$ cat src/design/rtp_pkg.sv
// shared codes and types for the rule transmission parser
package rtp_pkg;

  // marker bytes
  localparam logic [7:0] MarkStart  = 8'h81;
  localparam logic [7:0] MarkEnd    = 8'h82;
  localparam logic [7:0] MarkBlkBeg = 8'h83;
  localparam logic [7:0] MarkBlkEnd = 8'h84;
  localparam logic [7:0] MarkSep    = 8'h85;

  localparam int unsigned ValueW = 21;

  typedef enum logic [2:0] {
    KIND_HEAD   = 3'd0,
    KIND_TERM   = 3'd1,
    KIND_NONT   = 3'd2,
    KIND_SEP    = 3'd3,
    KIND_BEND   = 3'd4,
    KIND_BSTART = 3'd5,
    KIND_DONE   = 3'd6
  } sym_kind_e;

  typedef enum logic [3:0] {
    ERR_NONE        = 4'd0,
    ERR_NO_START    = 4'd1,
    ERR_BAD_HEAD    = 4'd2,
    ERR_BAD_CONT    = 4'd3,
    ERR_SHORT_BODY  = 4'd4,
    ERR_BAD_MARKER  = 4'd5,
    ERR_BAD_BODY    = 4'd6,
    ERR_BAD_BETWEEN = 4'd7,
    ERR_TRAILING    = 4'd8,
    ERR_EARLY_END   = 4'd9
  } err_code_e;

  typedef struct packed {
    logic [ValueW-1:0] value;
    sym_kind_e         kind;
    err_code_e         err;
  } result_t;

endpackage

$ cat src/design/rule_transmission_parser.sv
// rule transmission parser: byte-wise grammar check and utf-8 symbol decode
//
// input channel (s_axis): one byte per transfer in tdata; tlast high marks
// the end of the stream, and then tdata is ignored.
// output channel (m_axis): one result per decoded symbol, per block or
// separator marker, and one final done result carrying the error code
// (zero when the transmission was well formed).
// the parse state updates in the cycle of the input transfer; the result is
// registered at that transfer, into the output register or else the skid.
// throughput is one byte per cycle while tready is high, set by the single
// decode step between the input handshake and the output register.
// a one-entry skid register behind the output register keeps the input
// side taking bytes while a result waits; tready drops only when both are
// full, and rises again once the receiver takes a result.
// after the done result, or the first error, all further input is taken
// and dropped until reset.
// reset puts the parser back to expecting the start marker and empties
// both output registers.
module rule_transmission_parser
  import rtp_pkg::*;
(
  input  logic        clk_i,
  input  logic        rst_ni,
  input  logic        s_axis_tvalid,
  output logic        s_axis_tready,
  input  logic [7:0]  s_axis_tdata,   // [7:0] in_byte
  input  logic        s_axis_tlast,   // end_of_input
  output logic        m_axis_tvalid,
  input  logic        m_axis_tready,
  output logic [23:0] m_axis_tdata,   // [20:0] sym_value, [23:21] zero
  output logic [6:0]  m_axis_tuser    // [2:0] sym_kind, [6:3] error_code
);

  localparam logic [2:0] PH_START   = 3'd0;
  localparam logic [2:0] PH_BETWEEN = 3'd1;
  localparam logic [2:0] PH_HEAD    = 3'd2;
  localparam logic [2:0] PH_BODY    = 3'd3;
  localparam logic [2:0] PH_CONT    = 3'd4;
  localparam logic [2:0] PH_TAIL    = 3'd5;
  localparam logic [2:0] PH_DONE    = 3'd6;
  localparam logic [2:0] PH_ERROR   = 3'd7;

  logic [2:0]        phase_q, phase_d;
  logic [ValueW-1:0] accum_q, accum_d;
  logic [1:0]        remain_q, remain_d;
  sym_kind_e         pend_q, pend_d;
  logic [1:0]        body_q, body_d;

  logic    out_valid_q, skid_valid_q;
  result_t out_q, skid_q;

  logic    in_fire, out_fire, push;
  result_t res;
  logic    res_valid;
  logic [7:0] b;
  logic [1:0] body_inc;
  logic [ValueW-1:0] accum_shift;

  assign s_axis_tready = ~skid_valid_q;
  assign in_fire  = s_axis_tvalid & s_axis_tready;
  assign out_fire = out_valid_q & m_axis_tready;
  assign b        = s_axis_tdata;
  assign body_inc = (body_q == 2'd2) ? body_q : body_q + 2'd1;
  assign accum_shift = {accum_q[ValueW-7:0], b[5:0]};

  always_comb begin
    phase_d   = phase_q;
    accum_d   = accum_q;
    remain_d  = remain_q;
    pend_d    = pend_q;
    body_d    = body_q;
    res_valid = 1'b0;
    res       = '{value: '0, kind: KIND_DONE, err: ERR_NONE};

    if (phase_q == PH_DONE || phase_q == PH_ERROR) begin
      // stream is finished: drop everything
    end else if (s_axis_tlast) begin
      res_valid = 1'b1;
      if (phase_q == PH_TAIL) begin
        phase_d = PH_DONE;
      end else begin
        phase_d = PH_ERROR;
        res.err = ERR_EARLY_END;
      end
    end else begin
      case (phase_q)
        PH_START: begin
          if (b == MarkStart) begin
            phase_d = PH_BETWEEN;
          end else begin
            res_valid = 1'b1;
            res.err   = ERR_NO_START;
            phase_d   = PH_ERROR;
          end
        end
        PH_BETWEEN: begin
          if (b == MarkBlkBeg) begin
            phase_d   = PH_HEAD;
            res_valid = 1'b1;
            res.kind  = KIND_BSTART;
          end else if (b == MarkEnd) begin
            phase_d = PH_TAIL;
          end else begin
            res_valid = 1'b1;
            res.err   = ERR_BAD_BETWEEN;
            phase_d   = PH_ERROR;
          end
        end
        PH_HEAD, PH_BODY: begin
          // nonterminal lead bytes are legal in both phases
          if (b inside {[8'hC4:8'hDF]}) begin
            accum_d  = ValueW'(b[4:0]);
            remain_d = 2'd1;
            pend_d   = (phase_q == PH_HEAD) ? KIND_HEAD : KIND_NONT;
            phase_d  = PH_CONT;
          end else if (b inside {[8'hE0:8'hEF]}) begin
            accum_d  = ValueW'(b[3:0]);
            remain_d = 2'd2;
            pend_d   = (phase_q == PH_HEAD) ? KIND_HEAD : KIND_NONT;
            phase_d  = PH_CONT;
          end else if (b inside {[8'hF0:8'hF7]}) begin
            accum_d  = ValueW'(b[2:0]);
            remain_d = 2'd3;
            pend_d   = (phase_q == PH_HEAD) ? KIND_HEAD : KIND_NONT;
            phase_d  = PH_CONT;
          end else if (phase_q == PH_HEAD) begin
            res_valid = 1'b1;
            res.err   = ERR_BAD_HEAD;
            phase_d   = PH_ERROR;
          end else if (b[7:6] == 2'b10) begin
            res_valid = 1'b1;
            if (body_q != 2'd2) begin
              res.err = ERR_SHORT_BODY;
              phase_d = PH_ERROR;
            end else if (b == MarkSep) begin
              res.kind = KIND_SEP;
              phase_d  = PH_HEAD;
            end else if (b == MarkBlkEnd) begin
              res.kind = KIND_BEND;
              phase_d  = PH_BETWEEN;
            end else begin
              res.err = ERR_BAD_MARKER;
              phase_d = PH_ERROR;
            end
          end else if (b[7] == 1'b0) begin
            res_valid = 1'b1;
            res.value = ValueW'(b);
            res.kind  = KIND_TERM;
            body_d    = body_inc;
          end else if (b[7:2] == 6'b110000) begin
            // two-byte terminal, lead c0..c3
            accum_d  = ValueW'(b[4:0]);
            remain_d = 2'd1;
            pend_d   = KIND_TERM;
            phase_d  = PH_CONT;
          end else begin
            res_valid = 1'b1;
            res.err   = ERR_BAD_BODY;
            phase_d   = PH_ERROR;
          end
        end
        PH_CONT: begin
          if (b[7:6] != 2'b10) begin
            res_valid = 1'b1;
            res.err   = ERR_BAD_CONT;
            phase_d   = PH_ERROR;
          end else begin
            accum_d  = accum_shift;
            remain_d = remain_q - 2'd1;
            if (remain_q == 2'd1) begin
              phase_d   = PH_BODY;
              body_d    = (pend_q == KIND_HEAD) ? 2'd0 : body_inc;
              res_valid = 1'b1;
              res.value = accum_shift;
              res.kind  = pend_q;
            end
          end
        end
        PH_TAIL: begin
          res_valid = 1'b1;
          res.err   = ERR_TRAILING;
          phase_d   = PH_ERROR;
        end
        default: begin
          phase_d = phase_q;
        end
      endcase
    end
  end

  assign push = in_fire & res_valid;

  always_ff @(posedge clk_i or negedge rst_ni) begin
    if (!rst_ni) begin
      phase_q  <= PH_START;
      accum_q  <= '0;
      remain_q <= '0;
      pend_q   <= KIND_HEAD;
      body_q   <= '0;
    end else if (in_fire) begin
      phase_q  <= phase_d;
      accum_q  <= accum_d;
      remain_q <= remain_d;
      pend_q   <= pend_d;
      body_q   <= body_d;
    end
  end

  // output register plus skid entry
  always_ff @(posedge clk_i or negedge rst_ni) begin
    if (!rst_ni) begin
      out_valid_q  <= 1'b0;
      skid_valid_q <= 1'b0;
    end else if (push) begin
      if (!out_valid_q || out_fire) begin
        out_valid_q <= 1'b1;
      end else begin
        skid_valid_q <= 1'b1;
      end
    end else if (out_fire) begin
      out_valid_q  <= skid_valid_q;
      skid_valid_q <= 1'b0;
    end
  end

  always_ff @(posedge clk_i) begin
    if (push) begin
      if (!out_valid_q || out_fire) begin
        out_q <= res;
      end else begin
        skid_q <= res;
      end
    end else if (out_fire && skid_valid_q) begin
      out_q <= skid_q;
    end
  end

  assign m_axis_tvalid = out_valid_q;
  assign m_axis_tdata  = {3'b000, out_q.value};
  assign m_axis_tuser  = {out_q.err, out_q.kind};

`ifndef SYNTHESIS
  a_skid_behind_out: assert property (@(posedge clk_i) disable iff (!rst_ni)
    skid_valid_q |-> out_valid_q)
    else $error("skid entry held without an output entry");

  a_cont_has_bytes: assert property (@(posedge clk_i) disable iff (!rst_ni)
    (phase_q == PH_CONT) |-> (remain_q != 2'd0))
    else $error("continuation phase with no bytes left");

  a_done_is_final: assert property (@(posedge clk_i) disable iff (!rst_ni)
    (push && res.kind == KIND_DONE) |=> (phase_q == PH_DONE || phase_q == PH_ERROR))
    else $error("done result without final phase");

  a_err_only_on_done: assert property (@(posedge clk_i) disable iff (!rst_ni)
    (out_valid_q && out_q.err != ERR_NONE) |-> (out_q.kind == KIND_DONE))
    else $error("error code on a non-done result");

  a_no_result_after_end: assert property (@(posedge clk_i) disable iff (!rst_ni)
    (phase_q == PH_DONE || phase_q == PH_ERROR) |-> !push)
    else $error("result produced after end of stream");
`endif

endmodule

$ cat config.mk
export PLATFORM = sky130hd
export DESIGN_NAME = rule_transmission_parser
export DESIGN_NICKNAME = d
export VERILOG_FILES = /design/src/design/rtp_pkg.sv /design/src/design/rule_transmission_parser.sv
export SDC_FILE = /design/constraint.sdc
export NUM_CORES = 1
export LEC_CHECK = 0
export BUFFER_PORTS_ARGS = -buffer_cell sky130_fd_sc_hd__buf_4
export CORE_ASPECT_RATIO = 0.5
export CORE_MARGIN = 5
export CORE_UTILIZATION = 41
export DETAILED_ROUTE_END_ITERATION = 10
export PLACE_DENSITY = 0.57
export SLEW_MARGIN = 20
export SYNTH_ARGS = -nofsm -noshare
export SYNTH_HDL_FRONTEND = slang
export SYNTH_SLANG_ARGS = --single-unit
$ cat constraint.sdc
create_clock -name clk_i -period 4.4 [get_ports clk_i]
set_input_delay 0 -clock clk_i [delete_from_list [all_inputs] [get_ports clk_i]]
set_output_delay 0 -clock clk_i [all_outputs]
set_load 0.05 [all_outputs]
; ---- Word level (Yosys, flattened, before mapping)
; Cells that the tools add are included.
; Widths: inputs -> output; s select.
[classes]
addsub = 2
n_mux = 109
bitwise = 7
reduce_logical = 24
n_eq_ne = 36
n_lt_le_gt_ge = 6
[ops]
columns = op, count
row1 = $mux 28, 7
row2 = $mux 15, 8
row3 = $mux 3, 30
row4 = $mux 24, 3
row5 = $mux 2, 24
row6 = $pmux 21 s2, 1
row7 = $eq 8x8->1 const B, 5
row8 = $pmux 15 s2, 1
row9 = $ge 8x8->1 const B, 3
row10 = $le 8x8->1 const B, 3
row11 = $mux 1, 22
row12 = $ne 2x2->1 const B, 11
row13 = $mux 10, 2
row14 = $ne 5x5->1 const B, 4
row15 = $pmux 4 s5, 1
row16 = $pmux 3 s5, 1
row17 = $mux 7, 2
row18 = $eq 3x3->1 const B, 4
row19 = $mux 4, 3
row20 = $reduce_and 12->1, 1
row21 = $pmux 3 s3, 1
row22 = $reduce_and 9->1, 1
row23 = $ne 4x4->1 const B, 2
row24 = $ne 8x8->1 const B, 1
row25 = 24 further kinds, 43
[totals]
output_inout_bits = 33
elab_cells = 197
reg_bits = 83

; ---- Logic depth before layout (Yosys ltp)
[depth]
ltp_word = 14
depth_mapped = 9
depth_no_buf = 6

; ---- Worst setup path before layout
; No wires, ideal clock.
[synth_path]
path_type = flip-flop to flip-flop
startpoint = reg skid_valid_q
endpoint = reg out_q (netlist bit m_axis_tdata[0]), enable pin
setup_slack_ns = 1.273
stages_incl_launch_ff = 6
required_time_ns = 3.978
t_arrival_ns = 2.704
period_less_slack_ns = 3.127
cell_sequence = dfrtp_1 -> inv_1 -> and3_1 -> o211ai_4 -> buf_6 -> a21oi_1
[synth_via]
elab_chain_cells = 5
[synth_rtl]
columns = item, line
row1 = "start, declared", rule_transmission_parser.sv:49  ; logic out_valid_q, skid_valid_q;
row2 = "start signal, assigned", rule_transmission_parser.sv:213  ; skid_valid_q <= 1'b0;
row3 = "start signal, assigned", rule_transmission_parser.sv:218  ; skid_valid_q <= 1'b1;
row4 = "start signal, assigned", rule_transmission_parser.sv:222  ; skid_valid_q <= 1'b0;
row5 = $not 1->1 *, rule_transmission_parser.sv:59  ; assign s_axis_tready = ~skid_valid_q;
row6 = named net s_axis_tready, rule_transmission_parser.sv:25  ; output logic s_axis_tready,
row7 = $and 1x1->1 *, rule_transmission_parser.sv:60  ; assign in_fire = s_axis_tvalid & s_axis_tready;
row8 = $and 1x1->1 *, rule_transmission_parser.sv:191  ; assign push = in_fire & res_valid;
row9 = $ne 2x1->1 (no source line) or $reduce_bool 2->1 (tied branches), -
row10 = $reduce_and 2->1 (no source line) *, -
row11 = "end signal, assigned", rule_transmission_parser.sv:229  ; out_q <= res;
row12 = "end signal, assigned", rule_transmission_parser.sv:234  ; out_q <= skid_q;
row13 = "end, declared", rule_transmission_parser.sv:50  ; result_t out_q, skid_q;
; The timed path passes the listed nets; every way through them passes the cells marked *.
; A chain may end at the register's enable or synchronous reset.

; ---- Final worst setup path
[layout_path]
startpoint = reg phase_q[0]
endpoint = reg skid_q[6] in the netlist's numbering, enable pin
[layout_via]
elab_chain_cells = 10
[layout_rtl]
columns = item, line
row1 = "start, declared", rule_transmission_parser.sv:43  ; logic [2:0] phase_q, phase_d;
row2 = "start signal, assigned", rule_transmission_parser.sv:201  ; phase_q <= phase_d;
row3 = $eq 3x2->1, "rule_transmission_parser.sv:86, rule_transmission_parser.sv:126"
row4 = $mux 1, rule_transmission_parser.sv:126  ; end else if (phase_q == PH_HEAD) begin
row5 = $mux 1, rule_transmission_parser.sv:121  ; end else if (b inside {[8'hF0:8'hF7]}) begin
row6 = $mux 1, rule_transmission_parser.sv:116  ; end else if (b inside {[8'hE0:8'hEF]}) begin
row7 = $mux 1, rule_transmission_parser.sv:111  ; if (b inside {[8'hC4:8'hDF]}) begin
row8 = $pmux 1 s5, rule_transmission_parser.sv:86  ; case (phase_q)
row9 = $mux 1, rule_transmission_parser.sv:77  ; end else if (s_axis_tlast) begin
row10 = $mux 1 *, rule_transmission_parser.sv:75  ; if (phase_q == PH_DONE || phase_q == PH_ERROR) begin
row11 = $and 1x1->1 *, rule_transmission_parser.sv:191
row12 = $reduce_and 2->1 (no source line) *, -
row13 = "end signal, assigned", rule_transmission_parser.sv:231  ; skid_q <= res;
row14 = "end, declared", rule_transmission_parser.sv:50
; Every way passes the cells marked *; elsewhere a longest branch is shown, timed or not.

==> results_dict.tcl <==
set metrics [dict create \
    power.density_mw_per_mm2 501 \
    maxCapViolCount 0 \
    place_area_mm2 0.00450 \
    pre_cts_ws_ns 1.43 \
    grt_use_total 0.168 \
    finalWorstSetupSlack_ns 1.47 \
    drive_gt1_frac 0.293 \
    clk_pin_slew_ns 0.06 \
    grt_setup_unrepaired "false" \
    syn_inst 333 \
    vias 2838 \
    critPathLaunchType "flip-flop" \
    drt-total-wl_um 9930 \
    whs_endpoint "accum_q[3]" \
    crit_fanout 20 \
    cts_tree "done" \
    hold_path_depth 2 \
    clk-insertion-delay-late_ns 0.33 \
    clockRootBuffer "clkbuf_16" \
    synth_ff_type "edfxtp_1" \
    num-fill-cells 895 \
    htree_levels 3 \
    antenna_found_initial 0 \
    synth_warnings 0 \
    worstSetupPathType "flip-flop to flip-flop" \
    required_ns 4.42 \
    ff2ff_path_depth 6 \
    grt-ovfl-total 0 \
    p_leak_uw 0.00192 \
    core_mm2 0.00963 \
    num_rows 25 \
    dp_hpwl_um 7160 \
    post-route-period-util 0.665 \
    die_area_mm2 0.0123 \
    cts_setup_buffers 0 \
    status "complete, no violations" \
    period_minus_slack_ns 2.93 \
    syn_avg_cell_area_um2 12.4 \
    worstSetupEndpointType "flip-flop" \
    grt_pass1_vias 2846 \
    synth-edff-count 56 \
    fin_tns_setup_ns 0 \
    setup_violations 0 \
    ff_latch_area_mm2 0.00233 \
    grt_max_degree 27 \
    diodes 0 \
    async_flop_share 0.317 \
    crit_start "phase_q[0]" \
    rrSetupSlack_ns 1.47 \
    start_util 0.428 \
    crit_chain "xor2_1 -> a211oi_1 -> a31oi_1 -> o211ai_4 -> nor2b_2 -> buf_4" \
    cpPeakStageDelay_ns 0.69 \
    die_x_um 152 \
    cts_buffer_depth 2 \
    final_cell_mix "edfxtp_1, buf_4, mux2_2, dfrtp_1, nand2_1" \
    route.detailed.drc 0 \
    worst_pin_slew_ns 0.754 \
    grt_pass1_wl_um 15900 \
    yosysSeqAreaShare 0.566 \
    crit_slowest_cell "dfrtp_1" \
    hold_class "input port to flip-flop" \
    worst_clock_skew_ns 0.00585 \
    cts_hold_buffers 5 \
    postCtsResizedCells 0 \
    drtAntennaViolNets 0 \
    fmax_mhz 342 \
    cts_made_buffers 9 \
    clock_sinks 82 \
    viasPerCell 5.52 \
    slew_headroom 0.495 \
    yosysUniqueCellTypes 61 \
    r2r_start "phase_q[0]" \
    ir_worst_vdd_v 0.000208 \
    ys_ff_latch 82 \
    arrival_ns 2.95 \
    hold_viol_final 0 \
    area_growth_pct 17.2 \
    drtPass1Iterations 5 \
    slew_viol_final 0 \
    place_congestion 0.870 \
    r2r-end "skid_q[6]" \
    final_area_mm2 0.00483 \
    io_pins 46 \
    synth_area_mm2 0.00412 \
    initialDrtViolationCount 194 \
    fp.dieH_um 80.9 \
    worstHoldStart "s_axis_tdata[3]" \
    final_common_cell "edfxtp_1" \
    power.total_uw 2420 \
    nets 390 \
    portBuffers 42 \
    wire_per_inst_um 19.3 \
    multi_input_area_mm2 0.00159 \
    fin_hold_ws_ns 0.0411 \
]
==> critical path, delay by kind of cell (launching register included) <==
kind | cells | cell delay [ns]
AND/OR/NAND/NOR | 1 | 0.69
flip-flops | 1 | 0.69
buffers and inverters | 1 | 0.36
AO/OA/AOI/OAI | 3 | 0.66
XOR/XNOR | 1 | 0.20
==> kinds of logic (layout without fill, tap and decap cells) <==
kind of cell,Yosys count,count (layout),share of synthesized area
buffers and inverters,40,84,0.0525
xor gates and xnor gates,2,2,0.00425
adders and majority gates,3,3,0.00911
muxes,47,47,0.130
AOI/OAI and AO/OA,56,56,0.0986
and+or+nand+nor,102,102,0.139
other,1,3,0.000910
DFF,82,82,0.566
==> flip-flops by register name (all words and copies together) (netlist names) <==
name,flops
accum_q,15
body_q,2
m_axis_tdata,21
m_axis_tuser,7
m_axis_tvalid,1
pend_q,2
phase_q,3
remain_q,2
skid_q,28
skid_valid_q,1
==> synthesized netlist by cell type, types with 2 or more instances <==
| master | n | area share |
|---|---|---|
| o31ai_1 | 3 | 0.0055 |
| o32a_1 | 2 | 0.0049 |
| o21ai_0 | 12 | 0.015 |
| buf_4 | 3 | 0.0055 |
| buf_6 | 4 | 0.011 |
| nand2_1 | 23 | 0.021 |
| nor3b_1 | 2 | 0.0036 |
| and3_1 | 18 | 0.027 |
| a211oi_1 | 2 | 0.0036 |
| buf_2 | 7 | 0.0085 |
| a2111o_1 | 2 | 0.0055 |
| o31a_1 | 3 | 0.0064 |
| and2_1 | 8 | 0.012 |
| o22ai_1 | 2 | 0.0030 |
| edfxtp_1 | 56 | 0.41 |
| nor3_1 | 3 | 0.0036 |
| ha_1 | 3 | 0.0091 |
| mux2_2 | 34 | 0.093 |
| nor2b_1 | 6 | 0.0091 |
| nand4_1 | 3 | 0.0046 |
| a21o_1 | 2 | 0.0036 |
| o21a_1 | 2 | 0.0036 |
| mux2_4 | 4 | 0.015 |
| mux2i_1 | 8 | 0.019 |
| a31oi_1 | 4 | 0.0061 |
| nor2_1 | 18 | 0.016 |
| nand2b_1 | 4 | 0.0061 |
| clkbuf_1 | 8 | 0.0073 |
| dfrtp_1 | 26 | 0.16 |
| a21oi_1 | 10 | 0.012 |
| inv_1 | 16 | 0.015 |
| nand3_1 | 6 | 0.0073 |
==> per-layer routing <==
layer  global-route usage  wire, um  part of all wire
met4               0.0448        93            0.0094
met2                0.265      4480              0.45
met3               0.0426       707             0.071
met5                    0         0                 0
met1                0.234      4650              0.47
==> where the power goes <==
part | internal (uW) | switching [uW] | total [uW]
clock | 389 | 311 | 700
combinational | 246 | 440 | 687
sequential | 951 | 85.4 | 1040
==> worst max-delay path by stage <==
stage | end | depth (start not counted)
CTS | skid_q[2] | 6
floorplan | m_axis_tdata[0] | 5
finish | skid_q[6] | 6
global placement | skid_q[0] | 6
global route | skid_q[8] | 6
detailed placement | skid_q[2] | 6
==> per-stage QoR <==
step	util	instances
3_5_place_dp	0.467	493
6_report	0.502	514
3_3_place_gp	0.467	493
4_1_cts	0.502	514
5_1_grt	0.502	514
2_1_floorplan	-	335
==> layout make-up <==
| class | instances | share of cell area |
|---|---|---|
| Sequential cell | 82 | 0.483 |
| Multi-Input combinational cell | 213 | 0.329 |
| Inverter | 16 | 0.0124 |
| Clock inverter | 6 | 0.0106 |
| Timing Repair Buffer | 52 | 0.0834 |
| Tap cell | 135 | 0.0350 |
| Clock buffer | 10 | 0.0474 |
Note: power is estimated with default switching activity, not from simulation.
